==> src/rtl/direct_mapped_pair_key_table_defines.svh <==
// Assertion macros shared by the pair key table modules.
// Each macro expects signals named clk and rst_n in the module that uses it.
`ifndef DIRECT_MAPPED_PAIR_KEY_TABLE_DEFINES_SVH
`define DIRECT_MAPPED_PAIR_KEY_TABLE_DEFINES_SVH

// The consequent must hold in the same cycle as the antecedent.
`define DMPK_ASSERT_SAME(label, ante, cons) \
    label: assert property (@(posedge clk) disable iff (!rst_n) (ante) |-> (cons)) \
        else $error("dmpk: same-cycle check failed");

// The consequent must hold in the cycle after the antecedent.
`define DMPK_ASSERT_NEXT(label, ante, cons) \
    label: assert property (@(posedge clk) disable iff (!rst_n) (ante) |=> (cons)) \
        else $error("dmpk: next-cycle check failed");

`endif

==> src/rtl/dmpk_pkg.sv <==
`timescale 1ns / 1ps

package dmpk_pkg;

    localparam int DEF_TABLE_DEPTH = 16;
    localparam int DEF_KEY_WIDTH   = 16;

    localparam int VALUE_W    = 31;
    localparam int SIZE_W     = 5;
    localparam int SLOT_OUT_W = 4;
    localparam int ACTION_W   = 2;
    localparam int STATUS_W   = 2;
    localparam int APB_AW     = 3;
    localparam int APB_DW     = 32;

    localparam logic [SIZE_W-1:0] SIZE_RESET      = 5'd15;
    localparam logic [APB_AW-1:0] ADDR_TABLE_SIZE = 3'd0;

    typedef enum logic [ACTION_W-1:0] {
        ACT_INSERT = 2'd0,
        ACT_LOOKUP = 2'd1,
        ACT_DELETE = 2'd2
    } action_t;

    typedef enum logic [STATUS_W-1:0] {
        STAT_OK        = 2'd0,
        STAT_OCCUPIED  = 2'd1,
        STAT_NOT_FOUND = 2'd2
    } status_t;

    typedef enum logic [2:0] {
        ST_CLEAR,
        ST_IDLE,
        ST_SUM,
        ST_MUL,
        ST_ADD,
        ST_MOD,
        ST_READ,
        ST_CHECK
    } state_t;

endpackage

==> src/rtl/dmpk_divstep.sv <==
`timescale 1ns / 1ps

module dmpk_divstep (
    input  logic [dmpk_pkg::SIZE_W-1:0] rem_in,
    input  logic                        bit_in,
    input  logic [dmpk_pkg::SIZE_W-1:0] divisor,
    output logic [dmpk_pkg::SIZE_W-1:0] rem_out
);
    import dmpk_pkg::*;

    logic [SIZE_W:0] shifted;

    // One restoring step: bring in the next dividend bit, subtract once if it fits.
    always_comb
    begin
        shifted = {rem_in, bit_in};
        if (shifted >= {1'b0, divisor})
        begin
            rem_out = SIZE_W'(shifted - {1'b0, divisor});
        end
        else
        begin
            rem_out = SIZE_W'(shifted);
        end
    end

endmodule

==> src/rtl/dmpk_mem.sv <==
`timescale 1ns / 1ps

module dmpk_mem #(
    parameter int DEPTH = 16,
    parameter int WIDTH = 64
) (
    input  logic                     clk,
    input  logic                     we,
    input  logic [$clog2(DEPTH)-1:0] waddr,
    input  logic [WIDTH-1:0]         wdata,
    input  logic [$clog2(DEPTH)-1:0] raddr,
    output logic [WIDTH-1:0]         rdata
);
    logic [WIDTH-1:0] mem [DEPTH];

    always_ff @(posedge clk)
    begin
        if (we)
        begin
            mem[waddr] <= wdata;
        end
    end

    always_ff @(posedge clk)
    begin
        rdata <= mem[raddr];
    end

endmodule

==> src/rtl/dmpk_seq.sv <==
`timescale 1ns / 1ps
`include "direct_mapped_pair_key_table_defines.svh"

module dmpk_seq #(
    parameter int TABLE_DEPTH = dmpk_pkg::DEF_TABLE_DEPTH,
    parameter int KEY_WIDTH   = dmpk_pkg::DEF_KEY_WIDTH
) (
    input  logic                            clk,
    input  logic                            rst_n,
    input  logic                            in_valid,
    output logic                            in_ready,
    input  logic [dmpk_pkg::ACTION_W-1:0]   action,
    input  logic [KEY_WIDTH-1:0]            key_m,
    input  logic [KEY_WIDTH-1:0]            key_n,
    input  logic [dmpk_pkg::VALUE_W-1:0]    new_value,
    input  logic [dmpk_pkg::SIZE_W-1:0]     table_size,
    input  logic                            out_free,
    output logic                            res_valid,
    output logic [dmpk_pkg::STATUS_W-1:0]   status,
    output logic [dmpk_pkg::SLOT_OUT_W-1:0] slot_index,
    output logic [KEY_WIDTH-1:0]            found_m,
    output logic [KEY_WIDTH-1:0]            found_n,
    output logic [dmpk_pkg::VALUE_W-1:0]    found_value
);
    import dmpk_pkg::*;

    localparam int SUM_W  = KEY_WIDTH + 1;
    localparam int CODE_W = 2 * KEY_WIDTH + 2;
    localparam int CNT_W  = $clog2(CODE_W);
    localparam int IDX_W  = $clog2(TABLE_DEPTH);
    localparam int EW     = 1 + 2 * KEY_WIDTH + VALUE_W;
    localparam logic [IDX_W-1:0] LAST_IDX = IDX_W'(TABLE_DEPTH - 1);
    localparam logic [CNT_W-1:0] LAST_BIT = CNT_W'(CODE_W - 1);

    state_t state_reg, state_next;

    logic [ACTION_W-1:0]  action_reg;
    logic [KEY_WIDTH-1:0] m_reg;
    logic [KEY_WIDTH-1:0] n_reg;
    logic [VALUE_W-1:0]   val_reg;
    logic [SUM_W-1:0]     sum_reg;
    logic [CODE_W-1:0]    code_reg, code_next;
    logic [SIZE_W-1:0]    rem_reg;
    logic [SIZE_W-1:0]    rem_next;
    logic [CNT_W-1:0]     cnt_reg;
    logic [IDX_W-1:0]     clr_reg;

    logic [SIZE_W-1:0]    divisor;
    logic [SUM_W-1:0]     sum_inc;
    logic                 mem_we;
    logic [IDX_W-1:0]     mem_waddr;
    logic [IDX_W-1:0]     mem_raddr;
    logic [EW-1:0]        mem_wdata;
    logic [EW-1:0]        mem_rdata;

    logic                 rd_valid;
    logic [KEY_WIDTH-1:0] rd_m;
    logic [KEY_WIDTH-1:0] rd_n;
    logic [VALUE_W-1:0]   rd_v;
    logic                 hit;

    // Effective modulus: zero counts as one, anything past the table as its depth.
    always_comb
    begin
        divisor = table_size;
        if (table_size == '0)
        begin
            divisor = SIZE_W'(1);
        end
        else if (32'(table_size) > 32'(TABLE_DEPTH))
        begin
            divisor = SIZE_W'(TABLE_DEPTH);
        end
    end

    assign sum_inc = sum_reg + SUM_W'(1);

    dmpk_divstep u_divstep (
        .rem_in  (rem_reg),
        .bit_in  (code_reg[CODE_W-1]),
        .divisor (divisor),
        .rem_out (rem_next)
    );

    assign mem_raddr = IDX_W'(rem_reg);

    dmpk_mem #(
        .DEPTH (TABLE_DEPTH),
        .WIDTH (EW)
    ) u_mem (
        .clk   (clk),
        .we    (mem_we),
        .waddr (mem_waddr),
        .wdata (mem_wdata),
        .raddr (mem_raddr),
        .rdata (mem_rdata)
    );

    assign rd_valid = mem_rdata[EW-1];
    assign rd_m     = mem_rdata[EW-2 -: KEY_WIDTH];
    assign rd_n     = mem_rdata[VALUE_W +: KEY_WIDTH];
    assign rd_v     = mem_rdata[VALUE_W-1:0];
    assign hit      = rd_valid && (rd_m == m_reg) && (rd_n == n_reg);

    // Next state.
    always_comb
    begin
        state_next = state_reg;
        unique case (state_reg)
            ST_CLEAR:
            begin
                if (clr_reg == LAST_IDX)
                begin
                    state_next = ST_IDLE;
                end
            end
            ST_IDLE:
            begin
                if (in_valid)
                begin
                    state_next = ST_SUM;
                end
            end
            ST_SUM:   state_next = ST_MUL;
            ST_MUL:   state_next = ST_ADD;
            ST_ADD:   state_next = ST_MOD;
            ST_MOD:
            begin
                if (cnt_reg == '0)
                begin
                    state_next = ST_READ;
                end
            end
            ST_READ:  state_next = ST_CHECK;
            ST_CHECK:
            begin
                if (out_free)
                begin
                    state_next = ST_IDLE;
                end
            end
            default:  state_next = ST_IDLE;
        endcase
    end

    // Outputs and table update.
    always_comb
    begin
        in_ready    = 1'b0;
        res_valid   = 1'b0;
        mem_we      = 1'b0;
        mem_waddr   = IDX_W'(rem_reg);
        mem_wdata   = '0;
        status      = STAT_NOT_FOUND;
        found_m     = '0;
        found_n     = '0;
        found_value = '0;
        slot_index  = SLOT_OUT_W'(rem_reg);
        unique case (state_reg)
            ST_CLEAR:
            begin
                mem_we    = 1'b1;
                mem_waddr = clr_reg;
            end
            ST_IDLE:
            begin
                in_ready = 1'b1;
            end
            ST_CHECK:
            begin
                res_valid = out_free;
                case (action_reg) inside
                    ACT_INSERT:
                    begin
                        status    = rd_valid ? STAT_OCCUPIED : STAT_OK;
                        mem_we    = out_free && !rd_valid;
                        mem_wdata = {1'b1, m_reg, n_reg, val_reg};
                    end
                    ACT_LOOKUP, ACT_DELETE:
                    begin
                        if (hit)
                        begin
                            status      = STAT_OK;
                            found_m     = rd_m;
                            found_n     = rd_n;
                            found_value = rd_v;
                            mem_we      = out_free && (action_reg == ACT_DELETE);
                            mem_wdata   = {1'b0, rd_m, rd_n, rd_v};
                        end
                    end
                    default:
                    begin
                        status = STAT_NOT_FOUND;
                    end
                endcase
            end
            default:
            begin
                in_ready = 1'b0;
            end
        endcase
    end

    always_comb
    begin
        code_next = code_reg;
        unique case (state_reg)
            ST_MUL:  code_next = CODE_W'(sum_reg) * CODE_W'(sum_inc);
            ST_ADD:  code_next = (code_reg >> 1) + CODE_W'(n_reg);
            ST_MOD:  code_next = code_reg << 1;
            default: code_next = code_reg;
        endcase
    end

    always_ff @(posedge clk or negedge rst_n)
    begin
        if (!rst_n)
        begin
            state_reg <= ST_CLEAR;
            clr_reg   <= '0;
            cnt_reg   <= '0;
        end
        else
        begin
            state_reg <= state_next;
            if (state_reg == ST_CLEAR)
            begin
                clr_reg <= clr_reg + IDX_W'(1);
            end
            if (state_reg == ST_ADD)
            begin
                cnt_reg <= LAST_BIT;
            end
            else if (state_reg == ST_MOD)
            begin
                cnt_reg <= cnt_reg - CNT_W'(1);
            end
        end
    end

    always_ff @(posedge clk)
    begin
        code_reg <= code_next;
        if (state_reg == ST_IDLE && in_valid)
        begin
            action_reg <= action;
            m_reg      <= key_m;
            n_reg      <= key_n;
            val_reg    <= new_value;
        end
        if (state_reg == ST_SUM)
        begin
            sum_reg <= SUM_W'(m_reg) + SUM_W'(n_reg);
        end
        if (state_reg == ST_ADD)
        begin
            rem_reg <= '0;
        end
        else if (state_reg == ST_MOD)
        begin
            rem_reg <= rem_next;
        end
    end

    `DMPK_ASSERT_SAME(a_rem_below_divisor, state_reg == ST_MOD, rem_reg < divisor)
    `DMPK_ASSERT_SAME(a_clear_writes_empty, state_reg == ST_CLEAR, mem_we && !mem_wdata[EW-1])
    `DMPK_ASSERT_NEXT(a_busy_after_accept, in_valid && in_ready, !in_ready)
    `DMPK_ASSERT_SAME(a_update_with_result, mem_we && state_reg == ST_CHECK, res_valid)

endmodule

==> src/rtl/direct_mapped_pair_key_table.sv <==
`timescale 1ns / 1ps
`include "direct_mapped_pair_key_table_defines.svh"

// Direct-mapped key/value table keyed by a pair (m, n), one entry per slot and no chaining.
// A word on the slave stream asks for an insert, lookup or delete (s_tuser) of a key pair,
// with a value for insert; each word gives exactly one result word on the master stream.
// The slot is the Cantor pairing value s*(s+1)/2 + n, with s = m + n, taken modulo the
// table_size register (0 acts as 1, sizes past TABLE_DEPTH act as TABLE_DEPTH). The pairing
// value is built in the sum, multiply and add states, with a single multiply, and then reduced
// by a single shared restoring divide step, one bit per cycle; a table read and compare follow,
// and the sequencer then returns to idle, where it takes the next word. s_tready is low from
// acceptance until then, also while the result waits in the compare state for the output
// register to drain. The result sits in an output register, so the next word is taken
// while a result waits on m_tready. After reset the block walks the table once to clear
// it and accepts no word meanwhile; configuration writes are taken at any time but belong
// in idle periods.
module direct_mapped_pair_key_table #(
    parameter int TABLE_DEPTH = dmpk_pkg::DEF_TABLE_DEPTH,
    parameter int KEY_WIDTH   = dmpk_pkg::DEF_KEY_WIDTH
) (
    input  logic                                                   clk,
    input  logic                                                   rst_n,
    // APB configuration port
    input  logic                                                   psel,
    input  logic                                                   penable,
    input  logic                                                   pwrite,
    input  logic [dmpk_pkg::APB_AW-1:0]                            paddr,
    input  logic [dmpk_pkg::APB_DW-1:0]                            pwdata,
    output logic [dmpk_pkg::APB_DW-1:0]                            prdata,
    output logic                                                   pready,
    // Request stream
    input  logic                                                   s_tvalid,
    output logic                                                   s_tready,
    // s_tdata, low bit up: key_m, key_n, new_value, zero fill
    input  logic [((2*KEY_WIDTH+dmpk_pkg::VALUE_W+7)/8)*8-1:0]     s_tdata,
    // s_tuser: action
    input  logic [dmpk_pkg::ACTION_W-1:0]                          s_tuser,
    // Result stream
    output logic                                                   m_tvalid,
    input  logic                                                   m_tready,
    // m_tdata, low bit up: slot_index, found_m, found_n, found_value, zero fill
    output logic [((2*KEY_WIDTH+dmpk_pkg::VALUE_W+dmpk_pkg::SLOT_OUT_W+7)/8)*8-1:0] m_tdata,
    // m_tuser: status
    output logic [dmpk_pkg::STATUS_W-1:0]                          m_tuser
);
    import dmpk_pkg::*;

    localparam int OUT_W    = SLOT_OUT_W + 2 * KEY_WIDTH + VALUE_W;
    localparam int OUT_TD_W = ((OUT_W + 7) / 8) * 8;

    logic [SIZE_W-1:0] size_reg;
    logic              cfg_write;

    logic              out_free;
    logic              res_valid;
    logic [STATUS_W-1:0]   res_status;
    logic [SLOT_OUT_W-1:0] res_slot;
    logic [KEY_WIDTH-1:0]  res_m;
    logic [KEY_WIDTH-1:0]  res_n;
    logic [VALUE_W-1:0]    res_v;

    logic                m_valid_reg;
    logic [OUT_W-1:0]    m_data_reg;
    logic [STATUS_W-1:0] m_status_reg;

    // The only register is table_size at byte address zero; other addresses read zero.
    assign pready    = 1'b1;
    assign cfg_write = psel && penable && pwrite && (paddr == ADDR_TABLE_SIZE);
    assign prdata    = (paddr == ADDR_TABLE_SIZE) ? APB_DW'(size_reg) : '0;

    always_ff @(posedge clk or negedge rst_n)
    begin
        if (!rst_n)
        begin
            size_reg <= SIZE_RESET;
        end
        else if (cfg_write)
        begin
            size_reg <= pwdata[SIZE_W-1:0];
        end
    end

    // The sequencer hands over a result only when the output register is free or draining.
    assign out_free = !m_valid_reg || m_tready;

    dmpk_seq #(
        .TABLE_DEPTH (TABLE_DEPTH),
        .KEY_WIDTH   (KEY_WIDTH)
    ) u_seq (
        .clk         (clk),
        .rst_n       (rst_n),
        .in_valid    (s_tvalid),
        .in_ready    (s_tready),
        .action      (s_tuser),
        .key_m       (s_tdata[KEY_WIDTH-1:0]),
        .key_n       (s_tdata[2*KEY_WIDTH-1:KEY_WIDTH]),
        .new_value   (s_tdata[2*KEY_WIDTH+VALUE_W-1:2*KEY_WIDTH]),
        .table_size  (size_reg),
        .out_free    (out_free),
        .res_valid   (res_valid),
        .status      (res_status),
        .slot_index  (res_slot),
        .found_m     (res_m),
        .found_n     (res_n),
        .found_value (res_v)
    );

    always_ff @(posedge clk or negedge rst_n)
    begin
        if (!rst_n)
        begin
            m_valid_reg <= 1'b0;
        end
        else if (res_valid)
        begin
            m_valid_reg <= 1'b1;
        end
        else if (m_tready)
        begin
            m_valid_reg <= 1'b0;
        end
    end

    always_ff @(posedge clk)
    begin
        if (res_valid)
        begin
            m_data_reg   <= {res_v, res_n, res_m, res_slot};
            m_status_reg <= res_status;
        end
    end

    assign m_tvalid = m_valid_reg;
    assign m_tdata  = OUT_TD_W'(m_data_reg);
    assign m_tuser  = m_status_reg;

    `DMPK_ASSERT_NEXT(a_result_lands, res_valid, m_tvalid)
    `DMPK_ASSERT_SAME(a_no_overwrite, res_valid, !m_valid_reg || m_tready)
    `DMPK_ASSERT_NEXT(a_cfg_takes_value, cfg_write, size_reg == $past(pwdata[SIZE_W-1:0]))

endmodule

==> config.mk <==
export PLATFORM = sky130hd
export DESIGN_NAME = direct_mapped_pair_key_table
export DESIGN_NICKNAME = d
export VERILOG_FILES = /design/src/rtl/dmpk_pkg.sv /design/src/rtl/dmpk_divstep.sv /design/src/rtl/dmpk_mem.sv /design/src/rtl/dmpk_seq.sv /design/src/rtl/direct_mapped_pair_key_table.sv
export VERILOG_INCLUDE_DIRS = /design/src /design/src/rtl
export SDC_FILE = /design/constraint.sdc
export NUM_CORES = 2
export LEC_CHECK = 0
export ABC_AREA = 1
export BUFFER_PORTS_ARGS = -buffer_cell sky130_fd_sc_hd__buf_2
export CORE_MARGIN = 3
export CORE_UTILIZATION = 60
export DETAILED_ROUTE_END_ITERATION = 10
export PLACE_DENSITY = 0.86
export SYNTH_ARGS = -nofsm -noshare
export SYNTH_HDL_FRONTEND = slang
export SYNTH_SLANG_ARGS = --single-unit
==> constraint.sdc <==
create_clock -name clk -period 10.29 [get_ports clk]
set_input_delay 0.5145 -clock clk [delete_from_list [all_inputs] [get_ports clk]]
set_output_delay 0.5145 -clock clk [all_outputs]
set_load 0.01 [all_outputs]
==> results.toml <==
[final_layout]
multi_input_area_sq_um = 21550
nets = 6356
antennaDiodeCount = 0
seq_area_sq_um = 38180
area_growth_pct = 10.43
drive_gt1_frac = 0.08168
num-fill-cells = 6902
largest_reg_flops = 1024

[setup_path]
cp_data_required_time_ns = 10.75
slowest_stage = "edfxtp_1"
cpMostUsedCell = "nand2_1"
timing.critical_path.buf_inv = 8
end_kind = "flip-flop"
critPathMaxFanout = 11
arrival_ns = 8.63
max_stage_delay_ns = 0.76
cp_top_family = "adder cells"
critical_path_class = "flip-flop to flip-flop"
start_kind = "flip-flop"

[drt]
wl_um = 183300
ant_nets = 0
drt_iter0_drc = 7358
viasPerCell = 6.429
route.detailed.drc = 0
num_vias = 47200
post_drt_wl_per_cell_um = 24.96
wl_met3_um = 23330
drt-pass1-iter-count = 9
wl_met2_um = 85240
met1_length_um = 62960
top_layer_used = "met5"

[grt]
antenna_found_initial = 4
grt_overflow = 0
grt_pass1_vias = 46390
grt_usage = 0.3304
grt_max_degree = 257
grt_pass1_wl_um = 271500

[clocking]
cts.sinks = 1297
cts_root_buffer = "clkbuf_16"
cts-buffers-inserted = 121
post_cts_resized = 0
post_cts_buffers = 0
clock_latency_ns = 0.76
clockBufferDepth = 3
htree_levels = 3
clkTransAtPathRegs_ns = 0.06
cts_tree = "yes"

[timing]
fmax_mhz = 122.4
finalHoldViolCount = 0
fin_skew_ns = 0.06945
finalSetupViolations = 0
tns_ns = 0
slew_viol_final = 0
period_needed_ns = 8.167
fin_crit_sh = 0.7937
rsz0062_at_grt = "no"
worst_pin_slew_ns = 1.325
slew_headroom = 0.1164

[floorplan]
initial_core_util = 0.6081
core-area_sq_um = 104100
pin_count = 217
row_count = 118
die-height_um = 330.8
die_x_um = 330.8
die_area_sq_um = 109400

[yosys]
syn_area_sq_um = 63300
synth.avg_cell_area_sq_um = 11.03
synth_edf_count = 1209
synth_area_leaders = "edfxtp_1, fa_1, nor2_1"
synth.yosys.seq_area_share = 0.6030
synth_area_leader_cell = "edfxtp_1"
synthArstFlopShare = 0.01465
ys_ff_latch = 1297
yosys_warnings = 0
synthCells = 5737
yosys_most_used_dff = "edfxtp_1"
synth.top_cell.area_share = 0.5736
synth.distinct_cells = 47

[place]
port_buffers = 155
gp_congestion = 0.9903
dp_hpwl_um = 104800

[flow_run]
cap_violations = 0

[outcome]
outcome = "completed"

[hold_path]
holdCritPathClass = "input port to flip-flop"
cells in the mapped netlist, types with 15 or more instances:
cell type	instances
o21ai_1	40
o211ai_1	40
dfxtp_1	69
nor3_1	21
nand2_1	812
o22ai_1	39
a21oi_1	82
buf_4	35
inv_2	19
edfxtp_1	1209
xor2_1	21
nand3_1	265
buf_2	49
ha_1	167
nor2_1	834
fa_1	227
dfrtp_1	15
inv_1	593
clkbuf_1	230
o21ai_0	599
nand4_1	53
o221ai_1	220
placed cells by master, fill, tap and decap left out, drive strengths merged, types with 2 or more instances in the layout:
cell type    netlist  layout
a21boi             4       4
clkbuf           230     163
xnor2             12      12
o221ai           220     220
and3               2       2
or2                8       8
bufinv             0      11
o21ai            639     639
ha               167     167
clkinv             8      56
nor4               5       5
o22ai             39      39
dfstp              4       4
o21bai             8       8
xor2              21      21
nor2             841     841
inv              612     616
o31ai              2       2
nor3              22      22
o21a               2       2
nand3            266     266
nand3b             9       9
dfxtp             69      69
conb               2      33
clkinvlp           0       5
nand2            812     812
dlygate4sd3        0      59
buf               98     232
fa               227     227
o211ai            40      40
dfrtp             15      15
a21oi             82      82
a31oi              2       2
and2               3       3
nand4             53      53
edfxtp          1209    1209
metal layers:
layer | GRT usage | vias to the layer above
li1 | - | 20030
met1 | 0.4275 | 22540
met2 | 0.5252 | 3879
met3 | 0.06446 | 750
met4 | 0.1915 | 2
met5 | 0 | -
layout make-up:
class | count | share of cell area
sequential | 1297 | 0.5462
multi-input combinational | 3523 | 0.3083
clock buffer | 163 | 0.04790
inverter | 620 | 0.03406
timing repair buffer | 291 | 0.02817
tap | 1380 | 0.02470
clock inverter | 68 | 0.01067
worst register-to-register path: cells and delay by family, from the launching register on:
family | cells | cell delay (ns)
adder cells (fa/ha/maj) | 9 | 3.83
AND/OR/NAND/NOR | 16 | 2.53
buffers and inverters | 8 | 0.81
flip-flops | 1 | 0.76
metrics by stage:
| step | setup WS [ns] | instances | utilization | hold slack, ns | cell area (sq um) |
|---|---|---|---|---|---|
| floorplan | 3.694 | 5768 | - | 0.2189 | 63410 |
| global placement | 2.447 | 7052 | 0.6265 | 0.4455 | 65220 |
| detailed placement | 2.413 | 7052 | 0.6265 | 0.4720 | 65220 |
| CTS | 2.399 | 7342 | 0.6715 | 0.008792 | 69900 |
| global route | 1.762 | 7342 | 0.6715 | 0.02840 | 69900 |
| finish | 2.123 | 7342 | 0.6715 | 0.02924 | 69900 |
kinds of logic after synthesis:
group                    share of synthesized area
XOR/XNOR                                  0.004566
AO/OA/AOI/OAI                              0.09842
flip-flops                                  0.6030
other                                    0.0001186
buffers and inverters                      0.05926
adder cells (fa/ha/maj)                     0.1048
AND/OR/NAND/NOR                             0.1299
what timing repair did:
| item | 4_1_cts | 5_1_grt |
|---|---|---|
| hold endpoints to repair | 73 | 0 |
| endpoints found under the setup margin | 0 | 0 |
| hold buffers | 59 | 0 |
path summary, 6_finish.rpt:
path                                               start                             to  slack, ns  depth (start not counted)
max reg2reg                   u_seq.sum_reg[1]$_DFFE_PP_   u_seq.code_reg[33]$_DFFE_PP_       2.12                         33
min reg2reg                u_seq.rem_reg[4]$_SDFFE_PP0P_  u_seq.rem_reg[4]$_SDFFE_PP0P_       0.48                          2
max in group asynchronous                          rst_n        size_reg[3]$_DFFE_PN1P_       9.62                          2
max                           u_seq.sum_reg[1]$_DFFE_PP_   u_seq.code_reg[33]$_DFFE_PP_       2.12                         33
min                                            pwdata[3]        size_reg[3]$_DFFE_PN1P_       0.03                          3
min in group asynchronous                          rst_n        size_reg[4]$_DFFE_PN0P_       0.32                          2
Power is left out: the tool's default activity adds up to more than one toggle a clock period on the data nets, which glitch-free logic cannot reach.
